**src/sv/hcbd_pkg.sv**
```systemverilog
// Shared types and constants for the chunked HTTP body decoder.
// No dependencies; every other file imports this package.
package hcbd_pkg;

    // Width of the chunk size accumulator and the payload byte counter.
    localparam int SIZE_BITS = 32;

    localparam logic [7:0] CHAR_CR  = 8'h0D;
    localparam logic [7:0] CHAR_LF  = 8'h0A;
    localparam logic [7:0] CHAR_SP  = 8'h20;
    localparam logic [7:0] CHAR_TAB = 8'h09;

    // Bytes skipped after each chunk's payload.
    localparam logic [1:0] TRAILER_LEN = 2'd2;

    typedef struct packed {
        logic [7:0] in_byte;
        logic       frame_start;
    } byte_item_t;

    typedef struct packed {
        logic [7:0] body_byte;
        logic       is_data;
        logic       end_of_body;
        logic       parse_error;
    } result_t;

    // A byte after classification by the front end.
    typedef struct packed {
        logic [7:0] data_byte;
        logic       frame_start;
        logic       is_hex;
        logic [3:0] hex_val;
        logic       is_cr;
        logic       is_lf;
        logic       is_blank;
    } class_item_t;

    typedef enum logic [1:0] {
        PH_SIZE,
        PH_DATA,
        PH_TRAILER,
        PH_DONE
    } phase_t;

endpackage

```
**src/sv/hcbd_front.sv**
```systemverilog
// Front end of the chunked body decoder: accepts raw bytes and classifies them.
// Depends on hcbd_pkg.
module hcbd_front (
    input  logic                item_valid,
    output logic                item_ready,
    input  hcbd_pkg::byte_item_t item,
    input  logic                queue_full,
    output logic                push,
    output hcbd_pkg::class_item_t cls
);
    import hcbd_pkg::*;

    logic [7:0] c;

    assign c          = item.in_byte;
    assign item_ready = !queue_full;
    assign push       = item_valid && !queue_full;

    always_comb
    begin
        cls             = '0;
        cls.data_byte   = c;
        cls.frame_start = item.frame_start;
        cls.is_cr       = (c == CHAR_CR);
        cls.is_lf       = (c == CHAR_LF);
        cls.is_blank    = (c == CHAR_SP) || (c == CHAR_TAB);
        if (c >= 8'h30 && c <= 8'h39)
        begin
            cls.is_hex  = 1'b1;
            cls.hex_val = c[3:0];
        end
        else if ((c >= 8'h61 && c <= 8'h66) || (c >= 8'h41 && c <= 8'h46))
        begin
            // Letters a to f and A to F share their low three bits.
            cls.is_hex  = 1'b1;
            cls.hex_val = 4'(c[2:0] + 3'd1) + 4'd8;
        end
    end

endmodule

```
**src/sv/hcbd_queue.sv**
```systemverilog
// Two-entry queue of classified bytes between front and back end.
// Depends on hcbd_pkg.
module hcbd_queue (
    input  logic                  clk,
    input  logic                  rst_n,
    input  logic                  push,
    input  hcbd_pkg::class_item_t push_item,
    output logic                  full,
    input  logic                  pop,
    output logic                  not_empty,
    output hcbd_pkg::class_item_t head
);
    import hcbd_pkg::*;

    class_item_t slot_reg [2];
    logic        rd_ptr_reg, rd_ptr_next;
    logic        wr_ptr_reg, wr_ptr_next;
    logic [1:0]  count_reg, count_next;

    assign full      = (count_reg == 2'd2);
    assign not_empty = (count_reg != 2'd0);
    assign head      = slot_reg[rd_ptr_reg];

    always_comb
    begin
        rd_ptr_next = pop  ? !rd_ptr_reg : rd_ptr_reg;
        wr_ptr_next = push ? !wr_ptr_reg : wr_ptr_reg;
        count_next  = count_reg + 2'(push) - 2'(pop);
    end

    always_ff @(posedge clk or negedge rst_n)
    begin
        if (!rst_n)
        begin
            rd_ptr_reg <= 1'b0;
            wr_ptr_reg <= 1'b0;
            count_reg  <= 2'd0;
        end
        else
        begin
            rd_ptr_reg <= rd_ptr_next;
            wr_ptr_reg <= wr_ptr_next;
            count_reg  <= count_next;
        end
    end

    always_ff @(posedge clk)
    begin
        if (push)
        begin
            slot_reg[wr_ptr_reg] <= push_item;
        end
    end

endmodule

```
**src/sv/hcbd_back.sv**
```systemverilog
// Back end of the chunked body decoder: chunk state machine and result register.
// Depends on hcbd_pkg.
module hcbd_back (
    input  logic                  clk,
    input  logic                  rst_n,
    input  logic                  not_empty,
    input  hcbd_pkg::class_item_t head,
    output logic                  pop,
    output logic                  result_valid,
    input  logic                  result_ready,
    output hcbd_pkg::result_t     result
);
    import hcbd_pkg::*;

    phase_t                 phase_reg, phase_next;
    logic [SIZE_BITS-1:0]   rem_reg, rem_next;
    logic [SIZE_BITS-1:0]   acc_reg, acc_next;
    logic                   seen_reg, seen_next;
    logic                   closed_reg, closed_next;
    logic                   cr_reg, cr_next;
    logic [1:0]             tl_reg, tl_next;
    logic                   out_valid_reg, out_valid_next;
    result_t                out_reg, out_next;

    phase_t                 ph;
    logic [SIZE_BITS-1:0]   rem;
    logic [SIZE_BITS-1:0]   acc;
    logic                   seen;
    logic                   closed;
    logic                   cr;
    logic [1:0]             tl;
    logic                   res_v;
    result_t                res;

    assign pop          = not_empty && (!out_valid_reg || result_ready);
    assign result_valid = out_valid_reg;
    assign result       = out_reg;

    always_comb
    begin
        // A frame start puts the parser back to its reset state first.
        ph     = head.frame_start ? PH_SIZE : phase_reg;
        rem    = head.frame_start ? '0 : rem_reg;
        acc    = head.frame_start ? '0 : acc_reg;
        seen   = head.frame_start ? 1'b0 : seen_reg;
        closed = head.frame_start ? 1'b0 : closed_reg;
        cr     = head.frame_start ? 1'b0 : cr_reg;
        tl     = head.frame_start ? 2'd0 : tl_reg;

        phase_next  = ph;
        rem_next    = rem;
        acc_next    = acc;
        seen_next   = seen;
        closed_next = closed;
        cr_next     = cr;
        tl_next     = tl;
        res_v       = 1'b0;
        res         = '0;

        unique case (ph)
            PH_DATA:
            begin
                if (rem != '0)
                begin
                    rem_next = rem - SIZE_BITS'(1);
                end
                if (rem[SIZE_BITS-1:1] == '0)
                begin
                    phase_next = PH_TRAILER;
                    tl_next    = TRAILER_LEN;
                end
                res_v         = 1'b1;
                res.body_byte = head.data_byte;
                res.is_data   = 1'b1;
            end
            PH_TRAILER:
            begin
                if (tl != 2'd0)
                begin
                    tl_next = tl - 2'd1;
                end
                if (tl[1] == 1'b0)
                begin
                    phase_next  = PH_SIZE;
                    acc_next    = '0;
                    seen_next   = 1'b0;
                    closed_next = 1'b0;
                    cr_next     = 1'b0;
                end
            end
            PH_SIZE:
            begin
                if (cr && head.is_lf)
                begin
                    if (!seen)
                    begin
                        phase_next      = PH_DONE;
                        res_v           = 1'b1;
                        res.parse_error = 1'b1;
                    end
                    else if (acc == '0)
                    begin
                        phase_next      = PH_DONE;
                        res_v           = 1'b1;
                        res.end_of_body = 1'b1;
                    end
                    else
                    begin
                        rem_next    = acc;
                        phase_next  = PH_DATA;
                        acc_next    = '0;
                        seen_next   = 1'b0;
                        closed_next = 1'b0;
                        cr_next     = 1'b0;
                    end
                end
                else
                begin
                    cr_next = head.is_cr;
                    if (!closed)
                    begin
                        if (head.is_hex)
                        begin
                            if (acc[SIZE_BITS-1 -: 4] != 4'd0)
                            begin
                                phase_next      = PH_DONE;
                                res_v           = 1'b1;
                                res.parse_error = 1'b1;
                            end
                            else
                            begin
                                acc_next  = {acc[SIZE_BITS-5:0], head.hex_val};
                                seen_next = 1'b1;
                            end
                        end
                        else if (seen || !head.is_blank)
                        begin
                            closed_next = 1'b1;
                        end
                    end
                end
            end
            PH_DONE:
            begin
                // Bytes are dropped until the next frame start.
            end
            default:
            begin
            end
        endcase

        out_valid_next = out_valid_reg && !result_ready;
        out_next       = out_reg;
        if (pop && res_v)
        begin
            out_valid_next = 1'b1;
            out_next       = res;
        end
    end

    always_ff @(posedge clk or negedge rst_n)
    begin
        if (!rst_n)
        begin
            phase_reg <= PH_SIZE;
        end
        else if (pop)
        begin
            phase_reg <= phase_next;
        end
    end

    always_ff @(posedge clk or negedge rst_n)
    begin
        if (!rst_n)
        begin
            rem_reg       <= '0;
            acc_reg       <= '0;
            seen_reg      <= 1'b0;
            closed_reg    <= 1'b0;
            cr_reg        <= 1'b0;
            tl_reg        <= 2'd0;
            out_valid_reg <= 1'b0;
        end
        else
        begin
            if (pop)
            begin
                rem_reg    <= rem_next;
                acc_reg    <= acc_next;
                seen_reg   <= seen_next;
                closed_reg <= closed_next;
                cr_reg     <= cr_next;
                tl_reg     <= tl_next;
            end
            out_valid_reg <= out_valid_next;
        end
    end

    always_ff @(posedge clk)
    begin
        out_reg <= out_next;
    end

endmodule

```
**src/sv/http_chunked_body_decoder_top.sv**
```systemverilog
// Chunked HTTP body decoder: one byte in, at most one result item out.
// Throughput is one byte per cycle while results are taken; a result passes through
// the classify queue and then the result register of the back end after its byte is accepted.
// Reset (rst_n low, asynchronous) empties the queue and result register and puts
// the parser in the size line phase with all counters cleared.
// Depends on hcbd_pkg, hcbd_front, hcbd_queue and hcbd_back.
module http_chunked_body_decoder_top (
    input  logic                 clk,
    input  logic                 rst_n,
    input  logic                 byte_valid,
    output logic                 byte_ready,
    input  hcbd_pkg::byte_item_t byte_item,
    output logic                 result_valid,
    input  logic                 result_ready,
    output hcbd_pkg::result_t    result
);
    import hcbd_pkg::*;

    // The front end decodes each byte into flags (hex digit and its value,
    // CR, LF, blank) so the back end only has to step the chunk state machine.
    class_item_t cls;
    class_item_t head;
    logic        push;
    logic        full;
    logic        pop;
    logic        not_empty;

    hcbd_front u_front (
        .item_valid (byte_valid),
        .item_ready (byte_ready),
        .item       (byte_item),
        .queue_full (full),
        .push       (push),
        .cls        (cls)
    );

    // The queue lets the input keep flowing until it is full while the result
    // register is stalled, and the back end drain while no bytes arrive.
    hcbd_queue u_queue (
        .clk       (clk),
        .rst_n     (rst_n),
        .push      (push),
        .push_item (cls),
        .full      (full),
        .pop       (pop),
        .not_empty (not_empty),
        .head      (head)
    );

    // The back end pops one item per cycle whenever the queue holds one and its
    // result register is free or is being emptied in the same cycle.
    hcbd_back u_back (
        .clk          (clk),
        .rst_n        (rst_n),
        .not_empty    (not_empty),
        .head         (head),
        .pop          (pop),
        .result_valid (result_valid),
        .result_ready (result_ready),
        .result       (result)
    );

endmodule
```
**config.mk**
```make
export PLATFORM = sky130hd
export DESIGN_NAME = http_chunked_body_decoder_top
export DESIGN_NICKNAME = d
export VERILOG_FILES = /design/src/sv/hcbd_pkg.sv /design/src/sv/hcbd_front.sv /design/src/sv/hcbd_queue.sv /design/src/sv/hcbd_back.sv /design/src/sv/http_chunked_body_decoder_top.sv
export SDC_FILE = /design/constraint.sdc
export NUM_CORES = 1
export LEC_CHECK = 0
export BUFFER_PORTS_ARGS = -buffer_cell sky130_fd_sc_hd__buf_2
export CAP_MARGIN = 15
export CORE_ASPECT_RATIO = 1.2
export CORE_MARGIN = 4
export CORE_UTILIZATION = 25
export CTS_BUF_LIST = sky130_fd_sc_hd__clkbuf_4
export DETAILED_ROUTE_END_ITERATION = 16
export HOLD_SLACK_MARGIN = 0.02
export RECOVER_POWER = 100
export REMOVE_ABC_BUFFERS = 1
export SKIP_CTS_REPAIR_TIMING = 1
export SYNTH_ARGS = -nofsm -noshare
export SYNTH_HDL_FRONTEND = slang
export SYNTH_SLANG_ARGS = --single-unit
```
**constraint.sdc**
```tcl
create_clock -name clk -period 6.6 [get_ports clk]
set_input_delay 0.66 -clock clk [delete_from_list [all_inputs] [get_ports clk]]
set_output_delay 0.66 -clock clk [all_outputs]
set_load 0.05 [all_outputs]
```
# [Word-level counts from Yosys, hierarchy flattened]
# Memory sizes are Yosys's and may differ from the RTL's.
# Cells that the tools add are included.
[word_totals] register_bits=87 mem_bits_rw=34 input_bits=13 mem_count=1
[classes] add_sub_neg=6 n_lt_le_gt_ge=6 eq_ne=7 n_mux=67 n_reduce_logical=26
[memory_table] memory="u_queue.slot_reg" depth=2 width=17 read_ports=1 rd_ports_with_merged_regs=0 wr=1 line_no="hcbd_queue.sv:15" source="class_item_t slot_reg [2];"
[op_table] op="$mux W32" n=13
[op_table] op="$pmux W32 S2" n=2
[op_table] op="$logic_not A32 Y1" n=1
[op_table] op="$mux W1" n=32
[op_table] op="$reduce_bool A32 Y1" n=1
[op_table] op="$sub A32 B1 Y32 const B" n=1
[op_table] op="$logic_not A31 Y1" n=1
[op_table] op="$eq A8 B4 Y1 const B" n=3
[op_table] op="$mux W2" n=12
[op_table] op="$ge A8 B7 Y1 const B" n=2
[op_table] op="$le A8 B7 Y1 const B" n=2
[op_table] op="$mux W5" n=2
[op_table] op="$eq A8 B6 Y1 const B" n=1
[op_table] op="$ge A8 B6 Y1 const B" n=1
[op_table] op="$le A8 B6 Y1 const B" n=1
[op_table] op="$logic_and A1 B1 Y1" n=8
[op_table] op="$pmux W1 S2" n=4
[op_table] op="$logic_not A1 Y1" n=6
[op_table] op="$pmux W2 S3" n=1
[op_table] op="$add A3 B1 Y4 const B" n=1
[op_table] op="$add A4 B4 Y4 const B" n=1
[op_table] op="$eq A2 B2 Y1 const B" n=2
[op_table] op="$logic_or A1 B1 Y1" n=4
[op_table] op="$pmux W2 S2" n=1
[op_table] op="8 further kinds" n=9

# [Logic depth before layout (Yosys ltp)]
# An unclocked memory read counts as a cell.
[depth] depth_word=10 mapped_depth=14 depth_no_buf=10

# [Cells and area by module]
# From an unflattened synthesis, not the netlist that was laid out.
[unflattened] cells_unflattened=655 area_unflattened_um2=6840.3
[modules_own_cells] mod="hcbd_back" n_inst=1 cells_each=545 area_per_inst_um2=5037.3 seq_area_each_um2=2132.0
[modules_own_cells] mod="hcbd_queue" n_inst=1 cells_each=68 area_per_inst_um2=1476.4 seq_area_each_um2=1121.1
[modules_own_cells] mod="hcbd_front" n_inst=1 cells_each=42 area_per_inst_um2=326.6 seq_area_each_um2=0.0

# [Worst setup path after synthesis]
# OpenSTA, ideal clock, no wires.
[synth_path] path_kind="reg-to-reg" startpoint="reg u_queue.rd_ptr_reg" endpoint="reg u_back.rem_reg[22]" setup_time_ns=0.069 arrival_ns=3.435 slack_ns=3.096 path_stages_with_launch=13 n_path_buf=4 synth_period_minus_slack_ns=3.504 path_cell_list="dfrtp_1 > buf_2 > mux2i_1 > clkbuf_1 > clkbuf_1 > clkbuf_1 > nand2_1 > ha_1 > nand4b_1 > o31ai_4 > or3_1 > or4_1 > nand3_1"
[synth_via] elab_chain_cells=7 elab_cells_between_ends=17 classes_between="add/sub: 1; eq/ne: 1; mux: 10; reduce/logical: 4; memory: 1"
[synth_lines] element="start: declaration" line_no="hcbd_queue.sv:16" source="logic rd_ptr_reg, rd_ptr_next;"
[synth_lines] element="start signal: assignment" line_no="hcbd_queue.sv:41" source="rd_ptr_reg <= rd_ptr_next;"
[synth_lines] element="$mem_v2 Z2 W17 (*)"
[synth_lines] element="parallel branches: the longest is 5 deep, another holds $sub A32 B1 Y32"
[synth_lines] element="$pmux W32 S2 (*)" line_no="hcbd_back.sv:60" source="unique case (ph)"
[synth_lines] element="end signal: assignment" line_no="hcbd_back.sv:189" source="rem_reg <= rem_next;"
[synth_lines] element="end: declaration" line_no="hcbd_back.sv:16" source="logic [SIZE_BITS-1:0] rem_reg, rem_next;"
# Every way passes the cells marked *.
# A chain may end at the register's enable or synchronous reset.

# [Worst setup path after layout]
[layout_path] startpoint="reg u_queue.rd_ptr_reg" endpoint="reg u_back.rem_reg[7]"
# The elaborated chain is that of the path after synthesis.

==> reports/qor.yml <==
final_layout:
  finalCoreUtilization_pct: 28.11
  areaGrowthSynthToFinish_pct: 11.03
  final_common_cell: "dfrtp_1"
  layout_common_cells: "dfrtp_1 (76), nand2_1 (62), nor2_1 (57)"
  num_antenna_cells: 0
  final_nets: 767
  largest_reg_flops: 34
  drive_gt1_share_pct: 7.560
timing:
  tns_ns: 0
  finalMaxSlewViolations: 129
  timing.slew.headroom_pct: -188.9
  hold_viol: 0
  layout_min_cycle_time_ns: 5.314
  tightest_slew_ns: 4.334
  fin_ws_ns: 1.286
  grt_setup_unrepaired: "no"
  fin_crit_sh_pct: 80.51
  max_freq_ghz: 0.1882
  fin_worst_skew_ns: 0.02410
  setup_viol: 0
grt:
  first_global_vias: 6032
  grt_pass1_wl_mm: 34.68
  antenna_found_initial: 0
  grtUsageTotal_pct: 14.16
  grt_overflow: 0
  grt_max_degree: 77
setup_path:
  rrSetupSlack_ns: 1.29
  path_max_fanout: 51
  r2r-end: "u_back.rem_reg[7]"
  worstPathArrival_ns: 5.80
  r2r_cells: 10
  crit_type: "reg2reg"
  endpoint_kind: "flop"
  start_kind: "flop"
  crit_required_ns: 7.08
  r2r_start: "u_queue.rd_ptr_reg"
detailed_routing:
  drtIter0Drc: 699
  ant_nets: 0
  remaining_drc_errors: 0
  routed_wl_mm: 22.09
  first_pass_iters: 7
  vias: 6317
  vias_per_cell: 5.575
  routedWlPerCell_um: 19.50
min_path:
  hold_start: "byte_item[0]"
  holdPathStages: 1
  hold_path_class: "in2reg"
  hold_end: "u_queue.slot_reg[0][8]"
yosys:
  ys_warn_count: 0
  ys_ff_latch: 121
  ys_seq_area_share_pct: 46.03
  synth-edff-count: 45
  yosys.cell_types.count: 72
  async_flop_share_pct: 62.81
  synth_ff_type: "dfrtp_1"
  synth_area_um2: 7067
  avgSynthCellArea_um2: 9.707
  syn_inst: 728
clock_tree:
  cts_buffers: 17
  htreeDepth: 4
  cts_tree: "built"
  clockRootBuffer: "clkbuf_4"
  cts.sinks: 121
  clk_latency_ns: 0.56
  clockBufferDepth: 2
  clk_pin_slew_ns: 0.13
floorplanning:
  die_h_um: 192.2
  initial_core_util_pct: 25.31
  core_um2: 27920
  row_count: 67
  die_x_um: 161.5
  ios: 26
  die_area_um2: 31030
status:
  status: "finished with violations"
  failed_checks: "max-capacitance violations, max-slew violations"
place:
  io_buffers: 25
  gp_congestion: 0.8987
  dpl.hpwl_mm: 15.50
  dp_worst_setup_slack_ns: 2.318
job:
  maxCapViolations: 2
==> logic make-up after synthesis <==
logic type               Yosys count  share of synthesized area (%)
flip-flops                       121                          46.03
AO/OA/AOI/OAI                    240                          24.72
multiplexers                      30                          4.355
XOR/XNOR                           7                         0.8676
adder cells (fa/ha/maj)           13                          2.302
buffers and inverters             68                          3.877
AND/OR/NAND/NOR                  249                          17.85
==> final cells by class <==
class,count,area [um2]
clock buffer,18,135.1
clock inverter,14,173.9
fill,2945,20070
inverter,27,101.3
multi-input combinational,539,3548
sequential,121,3253
tap,379,474.2
timing repair buffer,35,160.2
==> worst max path at each step <==
stage,start,end,slack [ns],cells after the start
floorplan,u_queue.rd_ptr_reg,u_back.rem_reg[7],1.0,9
global placement,u_queue.rd_ptr_reg,u_back.rem_reg[7],2.61,10
detailed placement,u_queue.rd_ptr_reg,u_back.rem_reg[7],2.32,10
CTS,u_queue.rd_ptr_reg,u_back.rem_reg[7],2.33,10
global route,u_queue.rd_ptr_reg,u_back.rem_reg[7],1.04,10
finish,u_queue.rd_ptr_reg,u_back.rem_reg[7],1.29,10
==> worst max-delay path: stages, from the launching register on <==
cell	delay [ns]
dfrtp_1	0.34
buf_4	0.29
mux2i_1	0.15
clkbuf_1	0.92
nand2_1	0.52
ha_1	0.43
clkinv_1	0.58
a2111oi_1	0.89
o21ai_1	0.42
or4_1	0.60
o211ai_1	0.10
==> per-stage QoR <==
step	hold slack [ns]	instance area (um2)	cells
floorplan	0.3644	6894	687
global placement	0.4857	7596	1101
detailed placement	0.4935	7596	1101
CTS	0.2827	7905	1133
global route	0.3172	7846	1133
finish	0.3377	7846	1133
==> per-layer routing <==
layer / global-route usage (%) / vias to the layer above / wire length (um)
met4: 7.483 / 0 / 1129
met1: 17.15 / 3113 / 8854
li1: - / 2853 / -
met3: 2.683 / 59 / 1399
met2: 23.91 / 292 / 10710
met5: 0 / - / 0
==> cell usage after synthesis (8+ instances only) <==
cell type	instances	area, um2
dfrtp_1	76	1902
nand2_1	62	232.7
nor2_1	57	214.0
o21ai_0	47	235.2
edfxtp_1	45	1351
clkbuf_1	32	120.1
a21oi_1	29	145.1
inv_1	26	97.59
mux2i_1	24	240.2
nand3_1	23	115.1
nor4_1	20	125.1
nor3_1	19	95.09
o21a_1	15	112.6
a211oi_1	14	105.1
nand4_1	14	87.58
a2bb2oi_1	13	113.9
ha_1	13	162.7
a21o_1	12	90.09
a22oi_1	10	75.07
o211ai_1	10	75.07
a221o_1	8	80.08
or3_1	8	50.05
Power is left out: the tool's default activity adds up to more than one toggle a clock period on the data nets, which glitch-free logic cannot reach.
